<file path="config.mk">
export PLATFORM = sky130hd
export DESIGN_NAME = grid_ray_march_unit_flat
export DESIGN_NICKNAME = d
export VERILOG_FILES = /design/src/hw/rtl/grm_pkg.sv /design/src/hw/rtl/grm_channels.sv /design/src/hw/rtl/grm_front.sv /design/src/hw/rtl/grm_queue.sv /design/src/hw/rtl/grm_back.sv /design/src/hw/rtl/grid_ray_march_unit.sv /design/src/flat_wrapper.sv
export SDC_FILE = /design/constraint.sdc
export NUM_CORES = 2
export LEC_CHECK = 0
export BUFFER_PORTS_ARGS = -buffer_cell sky130_fd_sc_hd__buf_2
export CAP_MARGIN = 20
export CORE_MARGIN = 4
export CORE_UTILIZATION = 35
export DETAILED_ROUTE_END_ITERATION = 10
export SYNTH_ARGS = -nofsm -noshare
export SYNTH_HDL_FRONTEND = slang
export SYNTH_SLANG_ARGS = --single-unit
</file>
<file path="constraint.sdc">
create_clock -name clk -period 13.2 [get_ports clk]
set_clock_uncertainty 0.15 [all_clocks]
set_input_delay 1.32 -clock clk [delete_from_list [all_inputs] [get_ports clk]]
set_output_delay 1.32 -clock clk [all_outputs]
set_load 0.01 [all_outputs]
</file>
<file path="src/hw/rtl/grm_pkg.sv">
// ----------------------------------------------------------------------------
// grm_pkg
// Shared widths, constants, register and status codes and the ray record for
// the grid ray march unit.
// ----------------------------------------------------------------------------
package grm_pkg;

    localparam int MAP_SIZE        = 16;
    localparam int CELL_SIZE_DEF   = 64;
    localparam int MAX_STEPS_DEF   = 2047;
    localparam int ANGLE_BITS_DEF  = 12;
    localparam int QUEUE_DEPTH_DEF = 2;

    localparam int ORIGIN_W   = 10;
    localparam int VIEW_W     = 12;
    localparam int COLUMN_W   = 10;
    localparam int HIT_W      = 16;
    localparam int DIST_W     = 11;
    localparam int STATUS_W   = 2;
    localparam int FOV_W      = 12;
    localparam int COUNT_W    = 11;
    localparam int MAP_W      = 64;
    localparam int MAP_REGS   = 4;
    localparam int WALL_W     = MAP_REGS * MAP_W;
    localparam int CFG_IDX_W  = 3;
    localparam int CFG_DATA_W = 64;
    localparam int SUBPIX_W   = 6;
    localparam int TRIG_W     = 16;
    localparam int MAG_W      = 15;
    localparam int FRAC_W     = 14;
    localparam int DIVIDEND_W = COLUMN_W + FOV_W;

    localparam logic [FOV_W-1:0]   FOV_RESET   = 12'd652;
    localparam logic [COUNT_W-1:0] COUNT_RESET = 11'd512;
    localparam logic [MAG_W-1:0]   Q14_ONE     = 15'd16384;

    // quarter-wave sine polynomial coefficients, Q14
    localparam logic [TRIG_W-1:0] POLY_C0 = 16'd77;
    localparam logic [TRIG_W-1:0] POLY_C1 = 16'd1306;
    localparam logic [TRIG_W-1:0] POLY_C2 = 16'd10583;
    localparam logic [TRIG_W-1:0] POLY_C3 = 16'd25736;

    typedef enum logic [CFG_IDX_W-1:0] {
        REG_MAP_0   = 3'd0,
        REG_MAP_1   = 3'd1,
        REG_MAP_2   = 3'd2,
        REG_MAP_3   = 3'd3,
        REG_FOV     = 3'd4,
        REG_COLUMNS = 3'd5
    } cfg_reg_t;

    typedef enum logic [STATUS_W-1:0] {
        ST_WALL       = 2'd0,
        ST_LEFT_MAP   = 2'd1,
        ST_STEP_LIMIT = 2'd2
    } status_t;

    typedef struct packed {
        logic [ORIGIN_W-1:0]      origin_x;
        logic [ORIGIN_W-1:0]      origin_y;
        logic signed [TRIG_W-1:0] sin_q14;
        logic signed [TRIG_W-1:0] cos_q14;
    } ray_t;

endpackage

</file>
<file path="src/hw/rtl/grm_channels.sv">
// ----------------------------------------------------------------------------
// grm channels
// Valid/ready channels for ray requests and march results.
// ----------------------------------------------------------------------------
interface grm_req_if;
    logic                          valid;
    logic                          ready;
    logic [grm_pkg::ORIGIN_W-1:0]  origin_x;
    logic [grm_pkg::ORIGIN_W-1:0]  origin_y;
    logic [grm_pkg::VIEW_W-1:0]    view_angle;
    logic [grm_pkg::COLUMN_W-1:0]  column;

    modport source (output valid, output origin_x, output origin_y,
                    output view_angle, output column, input ready);
    modport sink   (input valid, input origin_x, input origin_y,
                    input view_angle, input column, output ready);
endinterface

interface grm_rsp_if;
    logic                          valid;
    logic                          ready;
    logic [grm_pkg::HIT_W-1:0]     hit_x;
    logic [grm_pkg::HIT_W-1:0]     hit_y;
    logic [grm_pkg::DIST_W-1:0]    distance;
    logic [grm_pkg::STATUS_W-1:0]  status;

    modport source (output valid, output hit_x, output hit_y,
                    output distance, output status, input ready);
    modport sink   (input valid, input hit_x, input hit_y,
                    input distance, input status, output ready);
endinterface

</file>
<file path="src/hw/rtl/grm_front.sv">
// ----------------------------------------------------------------------------
// grm_front
// Takes a ray request, works out the ray angle with a bit-serial divider and
// evaluates sine and cosine on one shared multiplier.
// ----------------------------------------------------------------------------
module grm_front #(
    parameter int ANGLE_BITS = grm_pkg::ANGLE_BITS_DEF
) (
    input  logic                        clk,
    input  logic                        rst_n,
    grm_req_if.sink                     req,
    input  logic [grm_pkg::FOV_W-1:0]   fov_span,
    input  logic [grm_pkg::COUNT_W-1:0] column_count,
    output grm_pkg::ray_t               ray,
    output logic                        ray_valid,
    input  logic                        ray_ready
);

    localparam int DW      = grm_pkg::DIVIDEND_W;
    localparam int CW      = grm_pkg::COUNT_W;
    localparam int TW      = grm_pkg::TRIG_W;
    localparam int MW      = grm_pkg::MAG_W;
    localparam int ITER_W  = $clog2(DW);
    localparam int QBITS   = ANGLE_BITS - 2;
    localparam int XSHIFT  = 16 - ANGLE_BITS;
    localparam int SUM_W   = 16;
    localparam logic [ITER_W-1:0]     ITER_LAST = ITER_W'(DW - 1);
    localparam logic [ANGLE_BITS-1:0] QUARTER   = ANGLE_BITS'(1) << QBITS;

    typedef enum logic [2:0] {
        F_IDLE,
        F_DIV,
        F_ANGLE,
        F_PREP,
        F_POLY,
        F_PUSH
    } front_state_t;

    typedef enum logic [2:0] {
        P_SQUARE,
        P_TERM0,
        P_TERM1,
        P_TERM2,
        P_SCALE
    } poly_step_t;

    front_state_t state_reg, state_next;
    poly_step_t   step_reg, step_next;
    logic [ITER_W-1:0] iter_reg, iter_next;
    logic              phase_reg, phase_next;

    logic [grm_pkg::ORIGIN_W-1:0] ox_reg, ox_next;
    logic [grm_pkg::ORIGIN_W-1:0] oy_reg, oy_next;
    logic [grm_pkg::VIEW_W-1:0]   view_reg, view_next;
    logic [DW-1:0]                dividend_reg, dividend_next;
    logic [CW-1:0]                rem_reg, rem_next;
    logic [ANGLE_BITS-1:0]        quot_reg, quot_next;
    logic [ANGLE_BITS-1:0]        angle_reg, angle_next;
    logic [MW-1:0]                x_reg, x_next;
    logic [MW-1:0]                x2_reg, x2_next;
    logic [TW-1:0]                t_reg, t_next;
    logic                         neg_reg, neg_next;
    logic signed [TW-1:0]         sin_reg, sin_next;
    logic signed [TW-1:0]         cos_reg, cos_next;

    logic [CW-1:0]         divisor;
    logic [CW:0]           rem_shift;
    logic                  rem_ge;
    logic [SUM_W-1:0]      angle_sum;
    logic [ANGLE_BITS-1:0] cur_angle;
    logic [MW-1:0]         x_frac;
    logic [TW-1:0]         mul_a;
    logic [MW-1:0]         mul_b;
    logic [TW+MW-1:0]      mul_p;
    logic [TW-1:0]         mul_q;
    logic [MW-1:0]         mag;
    logic signed [TW-1:0]  trig;

    assign divisor   = (column_count == '0) ? CW'(1) : column_count;
    assign rem_shift = {rem_reg, dividend_reg[DW-1]};
    assign rem_ge    = rem_shift >= {1'b0, divisor};

    assign angle_sum = SUM_W'(view_reg) - SUM_W'(fov_span[grm_pkg::FOV_W-1:1])
                     + SUM_W'(quot_reg);

    assign cur_angle = phase_reg ? angle_reg + QUARTER : angle_reg;
    assign x_frac    = MW'(cur_angle[QBITS-1:0]) << XSHIFT;

    always_comb
    begin
        case (step_reg)
            P_SQUARE:
            begin
                mul_a = TW'(x_reg);
                mul_b = x_reg;
            end
            P_TERM0:
            begin
                mul_a = grm_pkg::POLY_C0;
                mul_b = x2_reg;
            end
            P_SCALE:
            begin
                mul_a = t_reg;
                mul_b = x_reg;
            end
            default:
            begin
                mul_a = t_reg;
                mul_b = x2_reg;
            end
        endcase
    end

    assign mul_p = mul_a * mul_b;
    assign mul_q = mul_p[grm_pkg::FRAC_W +: TW];
    assign mag   = (mul_q > TW'(grm_pkg::Q14_ONE)) ? grm_pkg::Q14_ONE : mul_q[MW-1:0];
    assign trig  = neg_reg ? -$signed(TW'(mag)) : $signed(TW'(mag));

    assign req.ready = (state_reg == F_IDLE);
    assign ray_valid = (state_reg == F_PUSH);
    assign ray       = '{origin_x: ox_reg, origin_y: oy_reg,
                         sin_q14: sin_reg, cos_q14: cos_reg};

    always_comb
    begin
        state_next    = state_reg;
        step_next     = step_reg;
        iter_next     = iter_reg;
        phase_next    = phase_reg;
        ox_next       = ox_reg;
        oy_next       = oy_reg;
        view_next     = view_reg;
        dividend_next = dividend_reg;
        rem_next      = rem_reg;
        quot_next     = quot_reg;
        angle_next    = angle_reg;
        x_next        = x_reg;
        x2_next       = x2_reg;
        t_next        = t_reg;
        neg_next      = neg_reg;
        sin_next      = sin_reg;
        cos_next      = cos_reg;

        case (state_reg)
            F_IDLE:
            begin
                if (req.valid)
                begin
                    ox_next       = req.origin_x;
                    oy_next       = req.origin_y;
                    view_next     = req.view_angle;
                    dividend_next = DW'(req.column) * DW'(fov_span);
                    rem_next      = '0;
                    iter_next     = '0;
                    state_next    = F_DIV;
                end
            end
            F_DIV:
            begin
                rem_next      = rem_ge ? CW'(rem_shift - {1'b0, divisor})
                                       : rem_shift[CW-1:0];
                quot_next     = {quot_reg[ANGLE_BITS-2:0], rem_ge};
                dividend_next = dividend_reg << 1;
                iter_next     = iter_reg + ITER_W'(1);
                if (iter_reg == ITER_LAST)
                begin
                    state_next = F_ANGLE;
                end
            end
            F_ANGLE:
            begin
                angle_next = angle_sum[ANGLE_BITS-1:0];
                phase_next = 1'b0;
                state_next = F_PREP;
            end
            F_PREP:
            begin
                x_next     = cur_angle[QBITS] ? grm_pkg::Q14_ONE - x_frac : x_frac;
                neg_next   = cur_angle[ANGLE_BITS-1];
                step_next  = P_SQUARE;
                state_next = F_POLY;
            end
            F_POLY:
            begin
                case (step_reg)
                    P_SQUARE:
                    begin
                        x2_next   = mul_q[MW-1:0];
                        step_next = P_TERM0;
                    end
                    P_TERM0:
                    begin
                        t_next    = grm_pkg::POLY_C1 - mul_q;
                        step_next = P_TERM1;
                    end
                    P_TERM1:
                    begin
                        t_next    = grm_pkg::POLY_C2 - mul_q;
                        step_next = P_TERM2;
                    end
                    P_TERM2:
                    begin
                        t_next    = grm_pkg::POLY_C3 - mul_q;
                        step_next = P_SCALE;
                    end
                    P_SCALE:
                    begin
                        if (!phase_reg)
                        begin
                            sin_next   = trig;
                            phase_next = 1'b1;
                            state_next = F_PREP;
                        end
                        else
                        begin
                            cos_next   = trig;
                            state_next = F_PUSH;
                        end
                    end
                    default:
                    begin
                        step_next = P_SQUARE;
                    end
                endcase
            end
            F_PUSH:
            begin
                if (ray_ready)
                begin
                    state_next = F_IDLE;
                end
            end
            default:
            begin
                state_next = F_IDLE;
            end
        endcase
    end

    always_ff @(posedge clk or negedge rst_n)
    begin
        if (!rst_n)
        begin
            state_reg <= F_IDLE;
            step_reg  <= P_SQUARE;
            iter_reg  <= '0;
            phase_reg <= 1'b0;
        end
        else
        begin
            state_reg <= state_next;
            step_reg  <= step_next;
            iter_reg  <= iter_next;
            phase_reg <= phase_next;
        end
    end

    always_ff @(posedge clk)
    begin
        ox_reg       <= ox_next;
        oy_reg       <= oy_next;
        view_reg     <= view_next;
        dividend_reg <= dividend_next;
        rem_reg      <= rem_next;
        quot_reg     <= quot_next;
        angle_reg    <= angle_next;
        x_reg        <= x_next;
        x2_reg       <= x2_next;
        t_reg        <= t_next;
        neg_reg      <= neg_next;
        sin_reg      <= sin_next;
        cos_reg      <= cos_next;
    end

endmodule

</file>
<file path="src/hw/rtl/grm_queue.sv">
// ----------------------------------------------------------------------------
// grm_queue
// Short FIFO of prepared rays between the front and the marching back end.
// ----------------------------------------------------------------------------
module grm_queue #(
    parameter int DEPTH = grm_pkg::QUEUE_DEPTH_DEF
) (
    input  logic          clk,
    input  logic          rst_n,
    input  grm_pkg::ray_t push_data,
    input  logic          push_valid,
    output logic          push_ready,
    output grm_pkg::ray_t pop_data,
    output logic          pop_valid,
    input  logic          pop_ready
);

    localparam int PTR_W = $clog2(DEPTH);
    localparam int CNT_W = $clog2(DEPTH + 1);
    localparam logic [PTR_W-1:0] PTR_LAST = PTR_W'(DEPTH - 1);
    localparam logic [CNT_W-1:0] CNT_FULL = CNT_W'(DEPTH);

    grm_pkg::ray_t    entry_reg [DEPTH];
    logic [PTR_W-1:0] wr_ptr_reg, wr_ptr_next;
    logic [PTR_W-1:0] rd_ptr_reg, rd_ptr_next;
    logic [CNT_W-1:0] count_reg, count_next;
    logic             push, pop;

    assign push_ready = (count_reg != CNT_FULL);
    assign pop_valid  = (count_reg != '0);
    assign pop_data   = entry_reg[rd_ptr_reg];
    assign push       = push_valid && push_ready;
    assign pop        = pop_valid && pop_ready;

    always_comb
    begin
        wr_ptr_next = wr_ptr_reg;
        rd_ptr_next = rd_ptr_reg;
        count_next  = count_reg;
        if (push)
        begin
            wr_ptr_next = (wr_ptr_reg == PTR_LAST) ? '0 : wr_ptr_reg + PTR_W'(1);
        end
        if (pop)
        begin
            rd_ptr_next = (rd_ptr_reg == PTR_LAST) ? '0 : rd_ptr_reg + PTR_W'(1);
        end
        if (push && !pop)
        begin
            count_next = count_reg + CNT_W'(1);
        end
        else if (pop && !push)
        begin
            count_next = count_reg - CNT_W'(1);
        end
    end

    always_ff @(posedge clk or negedge rst_n)
    begin
        if (!rst_n)
        begin
            wr_ptr_reg <= '0;
            rd_ptr_reg <= '0;
            count_reg  <= '0;
        end
        else
        begin
            wr_ptr_reg <= wr_ptr_next;
            rd_ptr_reg <= rd_ptr_next;
            count_reg  <= count_next;
        end
    end

    always_ff @(posedge clk)
    begin
        if (push)
        begin
            entry_reg[wr_ptr_reg] <= push_data;
        end
    end

endmodule

</file>
<file path="src/hw/rtl/grm_back.sv">
// ----------------------------------------------------------------------------
// grm_back
// Marches one ray a unit step per cycle across the wall map and holds the
// result in an output register.
// ----------------------------------------------------------------------------
module grm_back #(
    parameter int CELL_SIZE = grm_pkg::CELL_SIZE_DEF,
    parameter int MAX_STEPS = grm_pkg::MAX_STEPS_DEF
) (
    input  logic                       clk,
    input  logic                       rst_n,
    input  grm_pkg::ray_t              ray,
    input  logic                       ray_valid,
    output logic                       ray_ready,
    input  logic [grm_pkg::WALL_W-1:0] wall_map,
    grm_rsp_if.source                  rsp
);

    localparam int MS       = grm_pkg::MAP_SIZE;
    localparam int TW       = grm_pkg::TRIG_W;
    localparam int HW       = grm_pkg::HIT_W;
    localparam int K_W      = $clog2(MAX_STEPS + 1);
    localparam int ACC_W    = TW + K_W;
    localparam int PX_W     = ACC_W - 7;
    localparam int PXM_W    = PX_W - 1;
    localparam int CELL_Q   = CELL_SIZE << grm_pkg::SUBPIX_W;
    localparam logic [K_W-1:0] K_LAST = K_W'(MAX_STEPS);

    typedef enum logic {
        B_IDLE,
        B_RUN
    } back_state_t;

    back_state_t       state_reg, state_next;
    logic [K_W-1:0]    k_reg, k_next;
    logic              out_valid_reg, out_valid_next;

    logic [grm_pkg::ORIGIN_W-1:0] ox_reg, ox_next;
    logic [grm_pkg::ORIGIN_W-1:0] oy_reg, oy_next;
    logic signed [TW-1:0]         sin_reg, sin_next;
    logic signed [TW-1:0]         cos_reg, cos_next;
    logic signed [ACC_W-1:0]      accx_reg, accx_next;
    logic signed [ACC_W-1:0]      accy_reg, accy_next;
    logic [HW-1:0]                hit_x_reg, hit_x_next;
    logic [HW-1:0]                hit_y_reg, hit_y_next;
    logic [grm_pkg::DIST_W-1:0]   dist_reg, dist_next;
    grm_pkg::status_t             status_reg, status_next;

    logic signed [PX_W-1:0] px, py;
    logic [PXM_W-1:0]       px_mag, py_mag;
    logic [MS:0]            ge_x, ge_y;
    logic [MS-1:0]          col_hot, row_hot;
    logic                   wall_hit, out_of_map, at_limit, done, load;
    logic [HW-1:0]          sat_x, sat_y;

    assign px = $signed({accx_reg[ACC_W-1], accx_reg[ACC_W-1:8]})
              + $signed({{(PX_W-HW){1'b0}}, ox_reg, {grm_pkg::SUBPIX_W{1'b0}}});
    assign py = $signed({accy_reg[ACC_W-1], accy_reg[ACC_W-1:8]})
              + $signed({{(PX_W-HW){1'b0}}, oy_reg, {grm_pkg::SUBPIX_W{1'b0}}});
    assign px_mag = px[PXM_W-1:0];
    assign py_mag = py[PXM_W-1:0];

    // cell boundaries as a thermometer, turned into one-hot row and column
    always_comb
    begin
        for (int j = 0; j <= MS; j++)
        begin
            ge_x[j] = px_mag >= PXM_W'(j * CELL_Q);
            ge_y[j] = py_mag >= PXM_W'(j * CELL_Q);
        end
        for (int j = 0; j < MS; j++)
        begin
            col_hot[j] = ge_x[j] & ~ge_x[j+1];
            row_hot[j] = ge_y[j] & ~ge_y[j+1];
        end
        wall_hit = 1'b0;
        for (int r = 0; r < MS; r++)
        begin
            for (int c = 0; c < MS; c++)
            begin
                wall_hit = wall_hit | (row_hot[r] & col_hot[c] & wall_map[r*MS + c]);
            end
        end
    end

    assign out_of_map = px[PX_W-1] | py[PX_W-1] | ge_x[MS] | ge_y[MS];
    assign at_limit   = (k_reg == K_LAST);
    assign done       = out_of_map | wall_hit | at_limit;
    assign load       = (state_reg == B_RUN) && done && (!out_valid_reg || rsp.ready);

    assign sat_x = px[PX_W-1] ? '0 : (|px_mag[PXM_W-1:HW]) ? '1 : px_mag[HW-1:0];
    assign sat_y = py[PX_W-1] ? '0 : (|py_mag[PXM_W-1:HW]) ? '1 : py_mag[HW-1:0];

    assign ray_ready    = (state_reg == B_IDLE);
    assign rsp.valid    = out_valid_reg;
    assign rsp.hit_x    = hit_x_reg;
    assign rsp.hit_y    = hit_y_reg;
    assign rsp.distance = dist_reg;
    assign rsp.status   = status_reg;

    always_comb
    begin
        state_next     = state_reg;
        k_next         = k_reg;
        out_valid_next = out_valid_reg;
        ox_next        = ox_reg;
        oy_next        = oy_reg;
        sin_next       = sin_reg;
        cos_next       = cos_reg;
        accx_next      = accx_reg;
        accy_next      = accy_reg;
        hit_x_next     = hit_x_reg;
        hit_y_next     = hit_y_reg;
        dist_next      = dist_reg;
        status_next    = status_reg;

        if (rsp.ready)
        begin
            out_valid_next = 1'b0;
        end

        case (state_reg)
            B_IDLE:
            begin
                if (ray_valid)
                begin
                    ox_next    = ray.origin_x;
                    oy_next    = ray.origin_y;
                    sin_next   = ray.sin_q14;
                    cos_next   = ray.cos_q14;
                    accx_next  = '0;
                    accy_next  = '0;
                    k_next     = '0;
                    state_next = B_RUN;
                end
            end
            B_RUN:
            begin
                if (!done)
                begin
                    k_next    = k_reg + K_W'(1);
                    accx_next = accx_reg + {{(ACC_W-TW){cos_reg[TW-1]}}, cos_reg};
                    accy_next = accy_reg + {{(ACC_W-TW){sin_reg[TW-1]}}, sin_reg};
                end
                else if (load)
                begin
                    out_valid_next = 1'b1;
                    hit_x_next     = sat_x;
                    hit_y_next     = sat_y;
                    dist_next      = k_reg[grm_pkg::DIST_W-1:0];
                    status_next    = out_of_map ? grm_pkg::ST_LEFT_MAP
                                   : wall_hit   ? grm_pkg::ST_WALL
                                                : grm_pkg::ST_STEP_LIMIT;
                    state_next     = B_IDLE;
                end
            end
            default:
            begin
                state_next = B_IDLE;
            end
        endcase
    end

    always_ff @(posedge clk or negedge rst_n)
    begin
        if (!rst_n)
        begin
            state_reg     <= B_IDLE;
            k_reg         <= '0;
            out_valid_reg <= 1'b0;
        end
        else
        begin
            state_reg     <= state_next;
            k_reg         <= k_next;
            out_valid_reg <= out_valid_next;
        end
    end

    always_ff @(posedge clk)
    begin
        ox_reg     <= ox_next;
        oy_reg     <= oy_next;
        sin_reg    <= sin_next;
        cos_reg    <= cos_next;
        accx_reg   <= accx_next;
        accy_reg   <= accy_next;
        hit_x_reg  <= hit_x_next;
        hit_y_reg  <= hit_y_next;
        dist_reg   <= dist_next;
        status_reg <= status_next;
    end

endmodule

</file>
<file path="src/hw/rtl/grid_ray_march_unit.sv">
// ----------------------------------------------------------------------------
// grid_ray_march_unit
// Casts one ray per request over a 16 by 16 wall map and returns the hit
// point, step count and status.
//
//   channel   direction  handshake          payload
//   req       in         valid/ready        origin_x, origin_y, view_angle, column
//   rsp       out        valid/ready        hit_x, hit_y, distance, status
//   cfg       in         cfg_we, no stall   cfg_index, cfg_data
//
// Front: takes no new request until its ray is handed on; a serial divide
// for the column angle, then ten passes through one shared multiplier for
// sine and cosine. Back: one unit step per cycle, and a new ray only once
// the last result is loaded into the output register.
// Reset clears the map and loads the default field of view and column count.
// A full ray queue stalls the front; an untaken result stalls the back.
// ----------------------------------------------------------------------------
module grid_ray_march_unit #(
    parameter int CELL_SIZE   = grm_pkg::CELL_SIZE_DEF,
    parameter int MAX_STEPS   = grm_pkg::MAX_STEPS_DEF,
    parameter int ANGLE_BITS  = grm_pkg::ANGLE_BITS_DEF,
    parameter int QUEUE_DEPTH = grm_pkg::QUEUE_DEPTH_DEF
) (
    input  logic                           clk,
    input  logic                           rst_n,
    grm_req_if.sink                        req,
    grm_rsp_if.source                      rsp,
    input  logic                           cfg_we,
    input  logic [grm_pkg::CFG_IDX_W-1:0]  cfg_index,
    input  logic [grm_pkg::CFG_DATA_W-1:0] cfg_data
);

    logic [grm_pkg::MAP_W-1:0]   map_reg [grm_pkg::MAP_REGS];
    logic [grm_pkg::MAP_W-1:0]   map_next [grm_pkg::MAP_REGS];
    logic [grm_pkg::FOV_W-1:0]   fov_reg, fov_next;
    logic [grm_pkg::COUNT_W-1:0] cols_reg, cols_next;
    logic [grm_pkg::WALL_W-1:0]  wall_map;

    grm_pkg::ray_t front_ray, back_ray;
    logic          front_valid, front_ready;
    logic          back_valid, back_ready;

    always_comb
    begin
        map_next  = map_reg;
        fov_next  = fov_reg;
        cols_next = cols_reg;
        if (cfg_we)
        begin
            case (grm_pkg::cfg_reg_t'(cfg_index))
                grm_pkg::REG_MAP_0:   map_next[0] = cfg_data;
                grm_pkg::REG_MAP_1:   map_next[1] = cfg_data;
                grm_pkg::REG_MAP_2:   map_next[2] = cfg_data;
                grm_pkg::REG_MAP_3:   map_next[3] = cfg_data;
                grm_pkg::REG_FOV:     fov_next    = cfg_data[grm_pkg::FOV_W-1:0];
                grm_pkg::REG_COLUMNS: cols_next   = cfg_data[grm_pkg::COUNT_W-1:0];
                default:
                begin
                end
            endcase
        end
    end

    always_ff @(posedge clk or negedge rst_n)
    begin
        if (!rst_n)
        begin
            for (int i = 0; i < grm_pkg::MAP_REGS; i++)
            begin
                map_reg[i] <= '0;
            end
            fov_reg  <= grm_pkg::FOV_RESET;
            cols_reg <= grm_pkg::COUNT_RESET;
        end
        else
        begin
            map_reg  <= map_next;
            fov_reg  <= fov_next;
            cols_reg <= cols_next;
        end
    end

    // bit 16*row + column
    assign wall_map = {map_reg[3], map_reg[2], map_reg[1], map_reg[0]};

    grm_front #(
        .ANGLE_BITS (ANGLE_BITS)
    ) u_front (
        .clk          (clk),
        .rst_n        (rst_n),
        .req          (req),
        .fov_span     (fov_reg),
        .column_count (cols_reg),
        .ray          (front_ray),
        .ray_valid    (front_valid),
        .ray_ready    (front_ready)
    );

    grm_queue #(
        .DEPTH (QUEUE_DEPTH)
    ) u_queue (
        .clk        (clk),
        .rst_n      (rst_n),
        .push_data  (front_ray),
        .push_valid (front_valid),
        .push_ready (front_ready),
        .pop_data   (back_ray),
        .pop_valid  (back_valid),
        .pop_ready  (back_ready)
    );

    grm_back #(
        .CELL_SIZE (CELL_SIZE),
        .MAX_STEPS (MAX_STEPS)
    ) u_back (
        .clk       (clk),
        .rst_n     (rst_n),
        .ray       (back_ray),
        .ray_valid (back_valid),
        .ray_ready (back_ready),
        .wall_map  (wall_map),
        .rsp       (rsp)
    );

endmodule

</file>
<file path="src/flat_wrapper.sv">
// flat-port wrapper written by rule: the top's interface ports become plain ports
module grid_ray_march_unit_flat 
#(
    parameter int CELL_SIZE   = grm_pkg::CELL_SIZE_DEF,
    parameter int MAX_STEPS   = grm_pkg::MAX_STEPS_DEF,
    parameter int ANGLE_BITS  = grm_pkg::ANGLE_BITS_DEF,
    parameter int QUEUE_DEPTH = grm_pkg::QUEUE_DEPTH_DEF
)
  (clk, rst_n, cfg_we, cfg_index, cfg_data, req_valid, req_origin_x, req_origin_y, req_view_angle, req_column, req_ready, rsp_valid, rsp_hit_x, rsp_hit_y, rsp_distance, rsp_status, rsp_ready);
  grm_req_if req_i ();
  grm_rsp_if rsp_i ();
  input  logic clk;
  input  logic rst_n;
  input  logic cfg_we;
  input  logic [grm_pkg::CFG_IDX_W-1:0] cfg_index;
  input  logic [grm_pkg::CFG_DATA_W-1:0] cfg_data;
  input wire logic [$bits(req_i.valid)-1:0] req_valid;
  input wire logic [$bits(req_i.origin_x)-1:0] req_origin_x;
  input wire logic [$bits(req_i.origin_y)-1:0] req_origin_y;
  input wire logic [$bits(req_i.view_angle)-1:0] req_view_angle;
  input wire logic [$bits(req_i.column)-1:0] req_column;
  output wire logic [$bits(req_i.ready)-1:0] req_ready;
  output wire logic [$bits(rsp_i.valid)-1:0] rsp_valid;
  output wire logic [$bits(rsp_i.hit_x)-1:0] rsp_hit_x;
  output wire logic [$bits(rsp_i.hit_y)-1:0] rsp_hit_y;
  output wire logic [$bits(rsp_i.distance)-1:0] rsp_distance;
  output wire logic [$bits(rsp_i.status)-1:0] rsp_status;
  input wire logic [$bits(rsp_i.ready)-1:0] rsp_ready;
  assign req_i.valid = req_valid;
  assign req_i.origin_x = req_origin_x;
  assign req_i.origin_y = req_origin_y;
  assign req_i.view_angle = req_view_angle;
  assign req_i.column = req_column;
  assign req_ready = req_i.ready;
  assign rsp_valid = rsp_i.valid;
  assign rsp_hit_x = rsp_i.hit_x;
  assign rsp_hit_y = rsp_i.hit_y;
  assign rsp_distance = rsp_i.distance;
  assign rsp_status = rsp_i.status;
  assign rsp_i.ready = rsp_ready;
  grid_ray_march_unit #(.CELL_SIZE(CELL_SIZE), .MAX_STEPS(MAX_STEPS), .ANGLE_BITS(ANGLE_BITS), .QUEUE_DEPTH(QUEUE_DEPTH)) u_core (.clk(clk), .rst_n(rst_n), .req(req_i), .rsp(rsp_i), .cfg_we(cfg_we), .cfg_index(cfg_index), .cfg_data(cfg_data));
endmodule
</file>
==> key figures <==
Timing
  • Relative slew slack: 0.266
  • F_max: about 96 MHz
  • Period utilization: 0.789
  • Final setup violation count: 0
  • Setup TNS: 0 ps
  • Hold Fails Final Rpt: 0
  • Pins Over Slew Limit: 0
  • Min Tclk post-route: 10420 ps
  • Least-Margin Pin Slew: about 1100 ps
  • Unrepaired setup endpoints after global routing: false

Cells and area
  • P&R area growth vs syn: 12.1%
  • Max reg flops: 256
  • Final #Nets: roughly 5000
  • # fillers: around 13000
  • Layout cells sized above 1: 0.175
  • Final core utilization: 0.396

Yosys
  • Syn avg cell area: 11.2 um^2
  • Cells after Synth: roughly 4000
  • Dominant cell type by area after synthesis: edfxtp_1
  • Most common cell in the netlist: edfxtp_1
  • Post-synth top area share: 0.274
  • Post-synthesis sequential area ratio: 0.442
  • Mapped Nets: 4725
  • Post-synth cell types: 92
  • Synth Warn #: 0
  • Mapped cell area: around 46000 um^2
  • Async SR Flop Fraction: 0.424
  • Ranking of synthesized cells by area: edfxtp_1 (27%), dfrtp_1 (17%), fa_1 (12%)
  • Synth top cells by count: edfxtp_1 (419), inv_1 (386), nand2_1 (386)
  • Ys flop type: edfxtp_1
  • Number of synthesized flops with an enable pin: 419
  • Synthesized flop and latch total: slightly above 700

Global routing
  • First-pass GRT wire length: 190 mm
  • GR Overflow Total: 0
  • Number of antenna violations at the first check in global routing: 8
  • Vias in the first global route: 31700
  • All-layer global routing usage: 0.178
  • Largest net degree at the start of global routing: 117

Worst setup path
  • Worst R2R Path Depth: 28
  • CP required: 13460 ps
  • CP peak stage delay: 970 ps
  • Worst setup SP type: flop
  • Reg2Reg Launch Point: u_core.u_front.step_reg[1]
  • Flop2flop setup slack: 2780 ps
  • Crit path max-delay family: compound AO/OA/AOI/OAI gates
  • CP endpoint kind: flop
  • Worst r2r dst: u_core.u_front.cos_reg[6]
  • Most common cell on crit path: fa_1
  • Crit path DAT: 10680 ps
  • Worst-path maximum fanout: 46
  • CP max stage cell: o21ai_1
  • Setup CP Type: flop to flop
  • Critical path buffers and inverters: 4

Clocking
  • CTS tree: built
  • H-tree depth: 3
  • Post CTS Setup Buffer Count: 0
  • Cts bufs inserted: 78
  • CTS resizes: 0
  • Root buffer cell: clkbuf_16
  • Bufs on Longest Clock Path: 3
  • Clk slew on worst S/H paths: approximately 60 ps
  • CTS sink count: 727
  • Post-cts hold buffer count: 0
  • Worst-Skew Late Latency: between 600 and 700 ps

Min path
  • Hold Startpoint: u_core.u_front.cos_reg[14]
  • Hold EP: u_core.u_queue.entry_reg[0][14]
  • Hold Path Stages: 0
  • Hold crit path type: flop to flop

Placed design
  • GPL Wtd Cong: 0.897
  • Buffers on Ports: 160
  • Detailed Place HPWL: 89.0 mm

Routing
  • Initial DRC Count: 2567
  • DR WL/cell: 20.4 um
  • Number of vias per cell: between 5 and 6
  • DR pass1 iterations: 6
  • Post-DRT Antenna Nets: 0
  • Routed WL: 123 mm
  • Via Count: 31600
  • Drc violations: 0

Run
  • Maximum capacitance violations: 0

Floorplan
  • Io pins: 161
  • Die height: 370 um
  • Die area: about 140000 um^2
  • Starting density of the core: 0.353
  • CORE AREA: between 100000 and 150000 um^2
  • Die width: 370 um
  • Num rows: 132

Status
  • Status: completed
## worst max path at each step
stage	cells past startpoint	endpoint	start	slack [ps]
after detailed placement	28	u_core.u_front.cos_reg[6]	u_core.u_front.step_reg[1]	2870
after global placement	28	u_core.u_front.cos_reg[6]	u_core.u_front.step_reg[1]	3080
final	28	u_core.u_front.cos_reg[6]	u_core.u_front.step_reg[1]	2780
after global routing	29	u_core.u_front.sin_reg[6]	u_core.u_front.step_reg[1]	2230
after floorplan	33	u_core.u_front.cos_reg[6]	u_core.u_front.step_reg[1]	3790
after CTS	28	u_core.u_front.sin_reg[4]	u_core.u_front.step_reg[1]	2810
## layout by cell type, fill, tap and decap left out, drive strengths merged, types with 19 or more instances in the layout
master    n
edfxtp  419
a21oi   158
nor3     84
mux2    336
nand2   388
and2     70
nand3    81
o21bai   19
nand4    23
inv     388
nand2b   36
xor2     63
o21ai   126
nor2    322
a21o     56
nor2b    29
fa      273
ha      253
a211oi   27
or3      19
clkinv   38
clkbuf   98
o211ai   21
a31oi    30
mux2i    31
xnor2    85
buf     231
o21a     33
dfrtp   303
a22oi    31
and3     23
## final cells by class
type	instances	area [um^2]	area share
Timing Repair Buffer	231	1370	0.0265
Clock inverter	46	444	0.00862
Antenna cell	4	10.0	0.000194
Multi-Input combinational cell	2812	23700	0.459
Clock buffer	98	2100	0.0408
Inverter	388	1460	0.0283
Tap cell	1742	2180	0.0423
Sequential cell	727	20300	0.394
## metrics by stage
step                      hold WS, ps  setup slack, ps  area (um^2)  std cells
after global placement            273             3080        48900       5893
after floorplan                   271             3790        45900       4085
after CTS                         281             2810        51400       6039
after detailed placement          282             2870        48900       5895
final                             286             2780        51500       6048
after global routing              291             2230        51500       6047
## kinds of logic (layout without fill, tap and decap cells)
family,after synthesis,count (layout),share of synthesized area
adders and majority gates,526,526,0.188
DFF,727,727,0.442
muxes,367,367,0.0891
buffers and inverters,546,763,0.0461
other,0,4,0
xor gates and xnor gates,148,148,0.0284
AOI/OAI and AO/OA,639,639,0.0934
and+or+nand+nor,1132,1132,0.113
## routing by layer
layer  part of all wire  GRT usage
met5            0.00022          0
met3              0.068     0.0335
met2               0.43      0.267
met1               0.47      0.261
met4              0.031     0.0551
Power is left out: the tool's default activity adds up to more than one toggle a clock period on the data nets, which glitch-free logic cannot reach.
